$ cat src/rtl/mts_pkg.sv
// shared types and constants for the min tracking stack
`timescale 1ns / 1ps
`default_nettype none

package mts_pkg;

  // storage geometry
  localparam int unsigned DEPTH = 1024;
  localparam int unsigned AW    = $clog2(DEPTH);
  localparam int unsigned CW    = $clog2(DEPTH + 1);
  localparam int unsigned DW    = 32;

  // operation codes
  typedef enum logic [1:0] {
    ACT_PUSH  = 2'd0,
    ACT_POP   = 2'd1,
    ACT_CLEAR = 2'd2,
    ACT_NOP   = 2'd3
  } action_e;

  // result status codes
  typedef enum logic [1:0] {
    ST_OK        = 2'd0,
    ST_OVERFLOW  = 2'd1,
    ST_UNDERFLOW = 2'd2,
    ST_RSVD      = 2'd3
  } status_e;

  // controller to datapath commands
  typedef struct packed {
    logic load;
    logic exec;
    logic capture;
  } cmd_t;

  // datapath to controller status
  typedef struct packed {
    logic need_read;
  } sts_t;

endpackage

`default_nettype wire

$ cat src/rtl/mts_ctrl.sv
// sequencing state machine for the min tracking stack
`timescale 1ns / 1ps
`default_nettype none

module mts_ctrl
  import mts_pkg::*;
(
  input  wire  clk_i,
  input  wire  rst_ni,
  input  wire  in_valid_i,
  output logic in_ready_o,
  output logic out_valid_o,
  input  wire  out_ready_i,
  input  sts_t sts_i,
  output cmd_t cmd_o
);

  typedef enum logic [3:0] {
    S_IDLE   = 4'b0001,
    S_EXEC   = 4'b0010,
    S_READ   = 4'b0100,
    S_RESULT = 4'b1000
  } state_e;

  state_e state_q, state_d;

  // state register
  always_ff @(posedge clk_i or negedge rst_ni) begin
    if (!rst_ni) begin
      state_q <= S_IDLE;
    end else begin
      state_q <= state_d;
    end
  end

  // next state and commands
  always_comb begin
    state_d     = state_q;
    cmd_o       = '0;
    in_ready_o  = 1'b0;
    out_valid_o = 1'b0;
    unique case (state_q)
      S_IDLE: begin
        in_ready_o = 1'b1;
        if (in_valid_i) begin
          cmd_o.load = 1'b1;
          state_d    = S_EXEC;
        end
      end
      S_EXEC: begin
        cmd_o.exec = 1'b1;
        state_d    = sts_i.need_read ? S_READ : S_RESULT;
      end
      S_READ: begin
        cmd_o.capture = 1'b1;
        state_d       = S_RESULT;
      end
      S_RESULT: begin
        out_valid_o = 1'b1;
        if (out_ready_i) begin
          state_d = S_IDLE;
        end
      end
      default: begin
        state_d = S_IDLE;
      end
    endcase
  end

endmodule

`default_nettype wire

$ cat config.mk
export PLATFORM = sky130hd
export DESIGN_NAME = mts_ctrl
export DESIGN_NICKNAME = d
export VERILOG_FILES = /design/src/rtl/mts_pkg.sv /design/src/rtl/mts_ctrl.sv
export SDC_FILE = /design/constraint.sdc
export NUM_CORES = 1
export LEC_CHECK = 0
export BUFFER_PORTS_ARGS = -buffer_cell sky130_fd_sc_hd__buf_2
export CAP_MARGIN = 10
export CORE_AREA = 2 2 39 41
export CTS_CLUSTER_DIAMETER = 50
export DETAILED_ROUTE_END_ITERATION = 7
export DIE_AREA = 0 0 41 43
export PLACE_DENSITY = 0.43
export SYNTH_ARGS = -nofsm -noshare
export SYNTH_HDL_FRONTEND = slang
export SYNTH_SLANG_ARGS = --single-unit
$ cat constraint.sdc
create_clock -name clk_i -period 1.55 [get_ports clk_i]
set_input_delay 0 -clock clk_i [delete_from_list [all_inputs] [get_ports clk_i]]
set_output_delay 0 -clock clk_i [all_outputs]
set_load 0.05 [all_outputs]
Word level (Yosys, flattened, before mapping)
Cells that the tools add are included.
- register bits: 4
- input port bits: 5
- logic and storage cells: 18
- equality and inequality tests: 6
- mux-type cells: 10
- reduce and logical (&&, ||, !) cells: 1
- operators with widths (kind ; count):
    4-bit one-hot mux with 4 select lines ; 1
    4-bit 2-to-1 mux ; 3
    1-bit 2-to-1 mux ; 6
    4-bit by 1-bit equality test with 1-bit output, second input constant ; 1
    4-bit by 2-bit equality test with 1-bit output, second input constant ; 1
    4-bit by 3-bit equality test with 1-bit output, second input constant ; 1
    4-bit equality test, second input constant ; 1
    2-bit inequality test, second input constant ; 2
    2-bit AND reduction ; 1

Longest topological paths before layout
Gate-level depths: netlist of run 1.
- depth in word-level cells: 3
- gate-level depth with buffers: 3
- depth with buffers taken out: 3

Least setup slack after synthesis of run 1
OpenSTA, ideal clock, no wires.
- path kind: register to output
- start point: register state_q[1]
- end point: output port out_valid_o
- arrival time: 2112 ps
- required time: 1550 ps
- setup slack: -562 ps
- stages on the path, launching flop included: 2
- buffers on the path: 0
- cells stage by stage: dfrtp_1 nor4b_1
- word-level cells in the longest chain between the ends: 2
- RTL lines (element ; RTL line ; source):
    start, declared ; mts_ctrl.sv:25 ; state_e state_q, state_d;
    start signal, assigned ; mts_ctrl.sv:32 ; state_q <= state_d;
    4-bit equality test ; mts_ctrl.sv:42 ; unique case (state_q)
    1-bit 2-to-1 mux ; mts_ctrl.sv:42 ;
    end, declared ; mts_ctrl.sv:12 ; output logic out_valid_o,
Every way passes these cells.

Final worst setup path of run 1
- start point: register state_q[0]
- end point: output port in_ready_o
- word-level cells in the longest chain between the ends: 2
- RTL lines (element ; RTL line ; source):
    4-bit by 1-bit equality test with 1-bit output ; mts_ctrl.sv:42 ;
    1-bit 2-to-1 mux ; mts_ctrl.sv:42 ;
    end, declared ; mts_ctrl.sv:11 ; output logic in_ready_o,
Every way passes these cells.

==> metrics.cfg, run 1 <==
[outcome]
status=completed

[routing]
post_drt_wl_per_cell_um=9.93
vias=232
drc=0
drt_first_pass_iters=2
wl_um=536
drtIter0Drc=4
ant_nets=0
viasPerCell=4.30

[power_and_ir_drop]
p_sw_share_pct=47.5
powerDensity_nw_per_um2=1820
power_frac_clock_pct=21.8
seqPwrFrac_pct=32.1
ir_drop_uv=789
intPower_mw=0.347
leakagePower_nw=0.162
p_sw_mw=0.314
comb_power_share_pct=46.1

[finish]
drive_gt1_share_pct=44.7
fillCellCount=150
final_cell_mix=8 x buf_2, 4 x a21oi_1, 4 x clkbuf_4
final_common_cell=buf_2
syn_to_final_growth_pct=56.8
nets=44
multiInputGateArea_sq_um=148
antennaDiodeCount=0
final_cells=54
seq_area_sq_um=101
largest_reg_flops=4
reg_top3=state_q (4)
regMostFlops=state_q

[global_routing]
grt_pass1_wl_um=1010
grtUsageTotal_pct=8.87
grt_pass1_vias=243
overflow=0
antenna_found_initial=0
grt_max_degree=9

[sta]
hold_slack_ns=0.0300
fin_crit_ns=1.44
tns_ns=0
final.period_utilization_pct=92.8
fin_skew_ns=0.00551
drv_slew=0
fmax_mhz=695
setup_viol=0
slew_headroom_pct=78.2
grt_setup_unrepaired=false
tightest_slew_ns=0.327
hold_viol=0

[critical_path]
start_kind=flip-flop
critPathMaxFanout=6
critPathArrivalTime_ns=1.44
cpPeakStageDelay_ns=0.60
slowest_stage=dfstp_2
cp_data_required_time_ns=1.55
rr_startpoint=state_q[0]
worst-setup-path-type=flip-flop to output port
r2r_end=state_q[0]
r2r_slack_ns=0.34
endpoint_kind=output port
ff2ff_path_depth=3
cp_cell_sequence=nor2b_2 > and2_1 > buf_2

[clock_network]
clk_pin_slew_ns=0.04
htree_levels=1
cts.sinks=4
root_buffer=clkbuf_4
cts_buffers=3
insertion_delay_ns=0.24
cts_tree=done
ctsLongestPathBuffers=2

[die]
rows=14
io_pins=10
dieHeight_um=43
die_area_sq_um=1760
coreArea_sq_um=1380
start_util_pct=16.7
die_w_um=41

[logic_synthesis]
yosysSeqAreaShare_pct=43.8
ys_warn_count=0
synth-seq-cells=4
syn_avg_cell_area_sq_um=10.1
yosys.area.top_type=dfrtp_1
ys_top_cells_by_area=dfrtp_1 32%, dfstp_2 11%, a21oi_1 8.6%
syn-num-nets=28
synth_cells=23
yosysUniqueCellTypes=13
netlist.area_leader.share_pct=32.4
synth_area_sq_um=231

[worst_hold_path]
min_from=in_valid_i
hold_class=input port to flip-flop
whs_endpoint=state_q[1]
hold_depth=2

[run]
drv_cap=0

[place]
post-place-cells=48
portBuffers=9
hpwlAfterDp_um=396
place.gp.congestion=0.710

==> power groups by stage <==
stage,clock network [mW],registers [mW],logic (mW)
finish,0.144,0.212,0.305
global route,0.161,0.224,0.329
CTS,0.151,0.211,0.301
detailed placement,0,0.212,0.295
global placement,0,0.208,0.293
floorplan,0,0.197,0.241
==> per-stage QoR <==
stage | setup WS (ns) | area, sq um | utilization [%] | power, mW
after floorplan | 0.107 | 246 | - | 0.438
after global placement | 0.362 | 312 | 22.5 | 0.502
after detailed placement | 0.343 | 312 | 22.5 | 0.508
after CTS | 0.0816 | 358 | 25.9 | 0.663
after global routing | 0.0353 | 363 | 26.2 | 0.714
final | 0.112 | 363 | 26.2 | 0.662
==> per-layer routing <==
layer  routed length [um]  track usage, %  share of wire, %
met1                  250            10.4                47
met4                    0            6.00                 0
met3                   53            5.24               9.9
met5                    0               0                 0
met2                  232            11.6                43
==> worst max path at each step <==
stage	start	to
2_1_floorplan	state_q[1]	out_valid_o
3_3_place_gp	state_q[0]	cmd_o[2]
3_5_place_dp	state_q[0]	cmd_o[2]
4_1_cts	state_q[0]	cmd_o[2]
5_1_grt	state_q[0]	cmd_o[2]
6_report	state_q[0]	in_ready_o
==> synth_stat cells, drive strengths merged <==
cell    n
and2    2
dfrtp   3
and2b   1
nor4b   3
nand3b  1
nor2b   1
o31a    1
nor2    2
and3    3
a21oi   4
dfstp   1
nor4    1
==> final cells by class <==
| cell class | instances | area share (%) |
|---|---|---|
| clock buffers | 4 | 7.24 |
| well taps | 16 | 5.52 |
| multi-input cells | 19 | 40.7 |
| repair buffers | 11 | 18.6 |
| flip-flops and latches | 4 | 27.9 |
==> logic make-up (layout without fill, tap and decap cells) <==
kind of cell           after synthesis  after routing  share of synthesized area [%]
buffers and inverters                0             15                              0
AOI/OAI and AO/OA                    5              5                           12.4
and+or+nand+nor                     14             14                           43.8
DFF                                  4              4                           43.8
==> timing repair <==
item / 4_1_cts / 5_1_grt
hold endpoints to repair: 5 / 0
setup endpoints to repair: 0 / 1
hold buffers: 2 / 0
setup buffers: 0 / 0
gates resized for setup: 0 / 2
==> worst max-delay path: cells and delay by family (launching register included) <==
kind	cells	cell delay (ns)
buffers and inverters	1	0.25
AND/OR/NAND/NOR	2	0.35
flip-flops	1	0.60
Note: power is estimated with default switching activity, not from simulation.
==> inputs of run 2 (changes only) <==
--- a/config.mk
+++ b/config.mk
@@ -12,6 +12,7 @@
 export DETAILED_ROUTE_END_ITERATION = 7
 export DIE_AREA = 0 0 41 43
 export PLACE_DENSITY = 0.43
+export SETUP_SLACK_MARGIN = 0.2
 export SYNTH_ARGS = -nofsm -noshare
 export SYNTH_HDL_FRONTEND = slang
 export SYNTH_SLANG_ARGS = --single-unit
==> run 2 against run 1 <==
Clock skew barely moved. Flip-flop and latch count did not move. Utilization rose by 1.5 points. Cell count did not move. Largest cell class unchanged. Critical path type unchanged. Total power rose by 8.0%. Clock power barely moved.
==> metrics.cfg, run 2 (synthesis results as in run 1) <==
[die]
dieHeight_um=43  ; unchanged
io_pins=10  ; unchanged
die_area_sq_um=1760  ; unchanged
coreArea_sq_um=1380  ; unchanged
start_util_pct=16.7  ; unchanged
rows=14  ; unchanged
die_w_um=41  ; unchanged

[critical_path]
critPathArrivalTime_ns=1.30  ; was 1.44 ns
worst-path-buf-inv=1  ; unchanged
path_delay_family=flip-flops  ; unchanged
cp_cell_sequence=and2b_1 > and2_1 > buf_4  ; was nor2b_2 > and2_1 > buf_2
cpPeakStageDelay_ns=0.53  ; was 0.60 ns
start_kind=flip-flop  ; unchanged
worst-setup-path-type=flip-flop to output port  ; unchanged
r2r_slack_ns=0.44  ; was 0.34 ns
critPathMaxFanout=3  ; was 6
slowest_stage=dfstp_2  ; unchanged
rr_startpoint=state_q[0]  ; unchanged
cp_data_required_time_ns=1.55  ; about the same
r2r_end=state_q[0]  ; unchanged
endpoint_kind=output port  ; unchanged
ff2ff_path_depth=4  ; was 3

[finish]
drive_gt1_share_pct=55.3  ; was 44.7%
syn_to_final_growth_pct=65.9  ; was 56.8%
seq_area_sq_um=105  ; was 101 sq um
final_cell_mix=5 x buf_4, 4 x a21oi_1, 4 x clkbuf_4, 4 x buf_2  ; was 8 x buf_2, 4 x a21oi_1, 4 x clkbuf_4
final_common_cell=buf_4  ; was buf_2
nets=44  ; unchanged
multiInputGateArea_sq_um=158  ; was 148 sq um
antennaDiodeCount=0  ; unchanged
final_cells=54  ; unchanged
fin_area_sq_um=384  ; was 363 sq um
reg_top3=state_q (4)  ; unchanged
fillCellCount=150  ; unchanged
regMostFlops=state_q  ; unchanged
largest_reg_flops=4  ; unchanged
fin_util_pct=27.8  ; was 26.2%

[routing]
vias=231  ; was 232
post_drt_wl_per_cell_um=10.2  ; was 9.93 um
drt_first_pass_iters=2  ; unchanged
ant_nets=0  ; unchanged
drtIter0Drc=3  ; was 4
wl_um=552  ; was 536 um
drc=0  ; unchanged
viasPerCell=4.28  ; was 4.30

[place]
place.gp.congestion=0.673  ; was 0.710
hpwlAfterDp_um=418  ; was 396 um
post-place-cells=48  ; unchanged
place_area_sq_um=313  ; was 312 sq um
portBuffers=9  ; unchanged

[sta]
tightest_slew_ns=0.251  ; was 0.327 ns
hold_viol=0  ; unchanged
grt_setup_unrepaired=false  ; unchanged
setup_viol=0  ; unchanged
slew_headroom_pct=83.1  ; was 78.2%
final.period_utilization_pct=83.6  ; was 92.8%
fin_crit_ns=1.30  ; was 1.44 ns
fmax_mhz=772  ; was 695 MHz
tns_ns=0  ; unchanged
fin_skew_ns=0.00599  ; was 0.00551 ns
drv_slew=0  ; unchanged

[global_routing]
antenna_found_initial=0  ; unchanged
grtUsageTotal_pct=8.57  ; was 8.87%
grt_pass1_wl_um=966  ; was 1010 um
grt_max_degree=9  ; unchanged
overflow=0  ; unchanged
grt_pass1_vias=236  ; was 243

[clock_network]
cts_tree=done  ; unchanged
root_buffer=clkbuf_4  ; unchanged
ctsLongestPathBuffers=2  ; unchanged
htree_levels=1  ; unchanged
insertion_delay_ns=0.24  ; about the same
cts_buffers=3  ; unchanged
cts.sinks=4  ; unchanged
clk_pin_slew_ns=0.04  ; about the same

[worst_hold_path]
whs_endpoint=state_q[2]  ; was state_q[1]
hold_depth=2  ; unchanged
hold_class=input port to flip-flop  ; unchanged
min_from=sts_i  ; was in_valid_i

[power_and_ir_drop]
powerDensity_nw_per_um2=1860  ; was 1820 nW/um^2
ir_drop_uv=616  ; was 789 uV
leakagePower_nw=0.167  ; was 0.162 nW

[run]
drv_cap=0  ; unchanged

[outcome]
status=completed  ; unchanged

[run 2: cell count changes in the layout (fill, tap and decap cells not counted), sizes merged]
cell / delta
dlygate4sd3: -1
buf: +1
[run 2: repair_timing]
action / in CTS / in global routing
setup endpoints to repair: 3 / 4
endpoints found under the hold margin: 4 / 0
buffers inserted: 1 / 0
hold buffers: 1 / 0
cloned: 0 / 0
resized for setup: 5 / 7
[run 2: how the worst max path moves through the flow]
stage,to,from,cells after the start
2_1_floorplan,out_valid_o,state_q[1],1
3_3_place_gp,cmd_o[2],state_q[0],3
3_5_place_dp,cmd_o[2],state_q[0],3
4_1_cts,cmd_o[1],state_q[0],3
5_1_grt,cmd_o[1],state_q[0],3
6_report,cmd_o[1],state_q[0],3
[run 2: routing by layer]
layer  global-route usage, %  wire length [um]
met4                    8.00                16
met5                       0                 0
met3                    3.14                50
met2                    11.9               236
met1                    9.45               249
[run 2: area by class of cell]
class / count / share of cell area [%]
Sequential cell: 4 / 27.4
Tap cell: 16 / 5.21
Multi-Input combinational cell: 19 / 41.0
Clock buffer: 4 / 6.84
Timing Repair Buffer: 11 / 19.5
[run 2: power by group]
group	internal, mW	leakage [nW]	total [mW]	switching [mW]
clock	0.0968	0.0150	0.143	0.0465
sequential	0.145	0.0465	0.203	0.0578
combinational	0.150	0.105	0.368	0.218
total	0.392	0.167	0.715	0.323
[run 2: stage by stage]
stage               total power [mW]  setup slack (ns)  hold slack [ns]
floorplan                      0.440             0.108           -0.296
global placement               0.504             0.358           -0.196
detailed placement             0.509             0.329           -0.189
CTS                            0.715             0.229          0.00196
global route                   0.761             0.215           0.0156
finish                         0.715             0.254           0.0103
==> inputs of run 3 (changes only) <==
--- a/config.mk
+++ b/config.mk
@@ -5,13 +5,14 @@
 export SDC_FILE = /design/constraint.sdc
 export NUM_CORES = 1
 export LEC_CHECK = 0
+export ABC_AREA = 1
 export BUFFER_PORTS_ARGS = -buffer_cell sky130_fd_sc_hd__buf_2
 export CAP_MARGIN = 10
 export CORE_AREA = 2 2 39 41
 export CTS_CLUSTER_DIAMETER = 50
 export DETAILED_ROUTE_END_ITERATION = 7
 export DIE_AREA = 0 0 41 43
-export PLACE_DENSITY = 0.43
+export PLACE_DENSITY = 0.44
 export SETUP_SLACK_MARGIN = 0.2
 export SYNTH_ARGS = -nofsm -noshare
 export SYNTH_HDL_FRONTEND = slang
==> constraint.sdc (replaced) <==
create_clock -name clk_i -period 1.1 [get_ports clk_i]
set_input_delay 0 -clock clk_i [delete_from_list [all_inputs] [get_ports clk_i]]
set_output_delay 0 -clock clk_i [all_outputs]
set_load 0.05 [all_outputs]
==> run 3 against run 2 <==
The run now ends with negative setup slack left. Clock power rose by 38%. Clock skew fell by 0.0016 ns. Cell count rose by 30%. Global-route usage is 0.82 points higher. Non-clock buffer count increased by 9. Clock-buffer cell count unchanged. Area after synthesis up 1.6%. Synthesized cell count is 30% higher. Sequential power rose by 33%. Critical path type unchanged. Critical endpoint is now cmd_o[2]. Largest cell class is now buffers.
==> metrics.cfg, run 3 <==
[outcome]
status=finished with violations  ; was completed
violations=negative setup slack

[critical_path]
cp_cell_sequence=inv_2 > nor2_4 > nand2_4 > nor2_4 > nor3_4 > buf_6  ; was and2b_1 > and2_1 > buf_4
r2r_end=state_q[0]  ; unchanged
worst-path-buf-inv=2  ; was 1
ff2ff_path_depth=7  ; was 4
endpoint_kind=output port  ; unchanged
worst-path-stages=6  ; was 3
worst-setup-path-type=flip-flop to output port  ; unchanged
slowest_stage=dfstp_2  ; unchanged
path_delay_family=flip-flops  ; unchanged
critPathArrivalTime_ns=1.33  ; was 1.30 ns
r2r_slack_ns=-0.19  ; was 0.44 ns
cp_data_required_time_ns=1.10  ; was 1.55 ns
path_common_cell=nor2_4
start_kind=flip-flop  ; unchanged
crit_start=state_q[0]  ; unchanged
critPathMaxFanout=5  ; was 3
cp-endpoint=cmd_o[2]  ; was cmd_o[1]
cpPeakStageDelay_ns=0.55  ; was 0.53 ns
rr_startpoint=state_q[0]  ; unchanged

[clock_network]
insertion_delay_ns=0.23  ; was 0.24 ns
htree_levels=1  ; unchanged
ctsLongestPathBuffers=2  ; unchanged
root_buffer=clkbuf_4  ; unchanged
clk_pin_slew_ns=0.04  ; about the same
cts_tree=done  ; unchanged
cts.sinks=4  ; unchanged
cts_buffers=3  ; unchanged

[logic_synthesis]
syn_avg_cell_area_sq_um=7.84  ; was 10.1 sq um
synth-edff-count=0  ; unchanged
yosysUniqueCellTypes=13  ; unchanged
synth-async-reset-ratio_pct=100  ; unchanged
synth-main-ff-cell=dfrtp_1  ; unchanged
ys_warn_count=0  ; unchanged
syn-num-nets=35  ; was 28
synth-seq-cells=4  ; unchanged
synth_cells=30  ; was 23
yosysSeqAreaShare_pct=43.1  ; was 43.8%
yosys.area.top_type=dfrtp_1  ; unchanged
synth_common_cells=9 x inv_1, 3 x dfrtp_1, 3 x nor2_1, 3 x nor2_2  ; was 4 x a21oi_1, 3 x and3_1, 3 x dfrtp_1
netlist.area_leader.share_pct=31.9  ; was 32.4%
ys_top_cells_by_area=dfrtp_1 32%, inv_1 14%, dfstp_2 11%  ; was dfrtp_1 32%, dfstp_2 11%, a21oi_1 8.6%
synth_area_sq_um=235  ; was 231 sq um
synth.most_common_cell=inv_1  ; was a21oi_1

[sta]
fin_crit_ns=1.33
final.period_utilization_pct=121
drv_slew=0  ; unchanged
hold_viol=0  ; unchanged
tightest_slew_ns=0.171  ; was 0.251 ns
fin_skew_ns=0.00440  ; was 0.00599 ns
tns_ns=-1.24  ; was 0 ns
timing.final.ws_setup_ns=-0.227  ; was 0.254 ns
fmax_mhz=753
setup_viol=8  ; was 0
slew_headroom_pct=88.6  ; was 83.1%
grt_setup_unrepaired=true  ; was false

[finish]
final_cell_mix=7 x buf_4, 6 x buf_6, 5 x nor2_4  ; was 5 x buf_4, 4 x a21oi_1, 4 x clkbuf_4, 4 x buf_2
nets=60  ; was 44
drive_gt1_share_pct=75.9  ; was 55.3%
fin_util_pct=38.5  ; was 27.8%
final_cells=70  ; was 54
reg_top3=state_q (4)  ; unchanged
antennaDiodeCount=0  ; unchanged
final_common_cell=buf_4  ; unchanged
multiInputGateArea_sq_um=164  ; was 158 sq um
regMostFlops=state_q  ; unchanged
fillCellCount=150  ; unchanged
seq_area_sq_um=101  ; was 105 sq um
syn_to_final_growth_pct=127  ; was 65.9%
largest_reg_flops=4  ; unchanged

[global_routing]
grt_pass1_wl_um=1010  ; was 966 um
overflow=0  ; unchanged
grt_pass1_vias=250  ; was 236
antenna_found_initial=0  ; unchanged
grtUsageTotal_pct=9.38  ; was 8.57%
grt_max_degree=6  ; was 9

[routing]
wl_um=654  ; was 552 um
viasPerCell=3.89  ; was 4.28
vias=272  ; was 231
drt_first_pass_iters=3  ; was 2
drtIter0Drc=2  ; was 3
post_drt_wl_per_cell_um=9.34  ; was 10.2 um
ant_nets=0  ; unchanged
drc=0  ; unchanged

[die]
rows=14  ; unchanged
io_pins=10  ; unchanged
start_util_pct=17.0  ; was 16.7%
dieHeight_um=43  ; unchanged
die_area_sq_um=1760  ; unchanged
die_w_um=41  ; unchanged
coreArea_sq_um=1380  ; unchanged

[power_and_ir_drop]
ir_drop_uv=2390  ; was 616 uV
finalPower_mw=1.61  ; was 0.715 mW
leakagePower_nw=0.242  ; was 0.167 nW
powerDensity_nw_per_um2=3020  ; was 1860 nW/um^2

[worst_hold_path]
min_from=sts_i  ; unchanged
hold_class=input port to flip-flop  ; unchanged

[run]
drv_cap=0  ; unchanged

[place]
place_ws_ns=-0.107  ; was 0.329 ns
post-place-cells=59  ; was 48
place.gp.congestion=0.610  ; was 0.673
portBuffers=9  ; unchanged
hpwlAfterDp_um=427  ; was 418 um

==> run 3: changes by cell type after synthesis, sizes merged, moves of 2 or more <==
| cell | change |
|---|---|
| nand2 | +3 |
| nand3 | +3 |
| nor4b | -3 |
| inv | +9 |
| nor3 | +2 |
| nor2 | +5 |
| a21oi | -4 |
| and2 | -2 |
| and3 | -3 |
==> run 3: area by class of cell <==
class | instances | area share, %
clock buffer | 4 | 4.93
inverter | 9 | 7.75
multi-input combinational | 17 | 30.8
sequential | 4 | 19.0
tap | 16 | 3.76
timing repair buffer | 20 | 33.8
==> run 3: repair_timing <==
| item | CTS | global route |
|---|---|---|
| hold endpoints to repair | 4 | 0 |
| buffers inserted | 4 | 2 |
| cloned | 0 | 0 |
| pin swaps | 5 | 1 |
| hold buffers | 1 | 0 |
| endpoints found under the setup margin | 8 | 9 |
| gates resized for setup | 23 | 5 |
==> run 3: how the worst min path moves through the flow <==
| stage | to | slack, ns | cells past startpoint |
|---|---|---|---|
| after global placement | state_q[1] | -0.19 | 1 |
| after floorplan | state_q[1] | -0.30 | 0 |
| after detailed placement | state_q[1] | -0.19 | 1 |
| after global routing | state_q[3] | 0.02 | 2 |
| after CTS | state_q[2] | 0.007 | 3 |
| final | state_q[2] | 0.01 | 3 |
==> run 3: logic make-up (layout without fill, tap and decap cells) <==
kind of cell           after synthesis  after routing  synth area share (%)
AND/OR/NAND/NOR                     15             15                  36.2
buffers and inverters                9             33                  14.4
flip-flops                           4              4                  43.1
AO/OA/AOI/OAI                        2              2                  6.39
==> run 3: routing by layer <==
layer,global-route usage [%],up-vias,part of all wire (%)
met5,0,-,0
met4,10.0,0,2.3
met3,2.09,2,6.4
met2,13.8,10,56
met1,9.80,121,35
li1,-,139,-
==> run 3: power breakdown <==
| part | internal, mW | switching (mW) |
|---|---|---|
| logic | 0.500 | 0.642 |
| clock network | 0.136 | 0.0616 |
| registers | 0.215 | 0.0559 |
| total | 0.851 | 0.760 |
==> run 3: worst register-to-register path: stages, from the launching register on <==
cell      delay [ns]
dfstp_2         0.55
inv_2           0.05
nor2_4          0.09
nand2_4         0.09
nor2_4          0.12
buf_4           0.13
buf_6           0.09
o21bai_1        0.10
==> run 3: per-stage QoR <==
stage          hold slack, ns  cell area (sq um)
2_1_floorplan          -0.296                259
3_3_place_gp           -0.188                354
3_5_place_dp           -0.191                354
4_1_cts               0.00712                502
5_1_grt                0.0234                533
6_report               0.0129                533
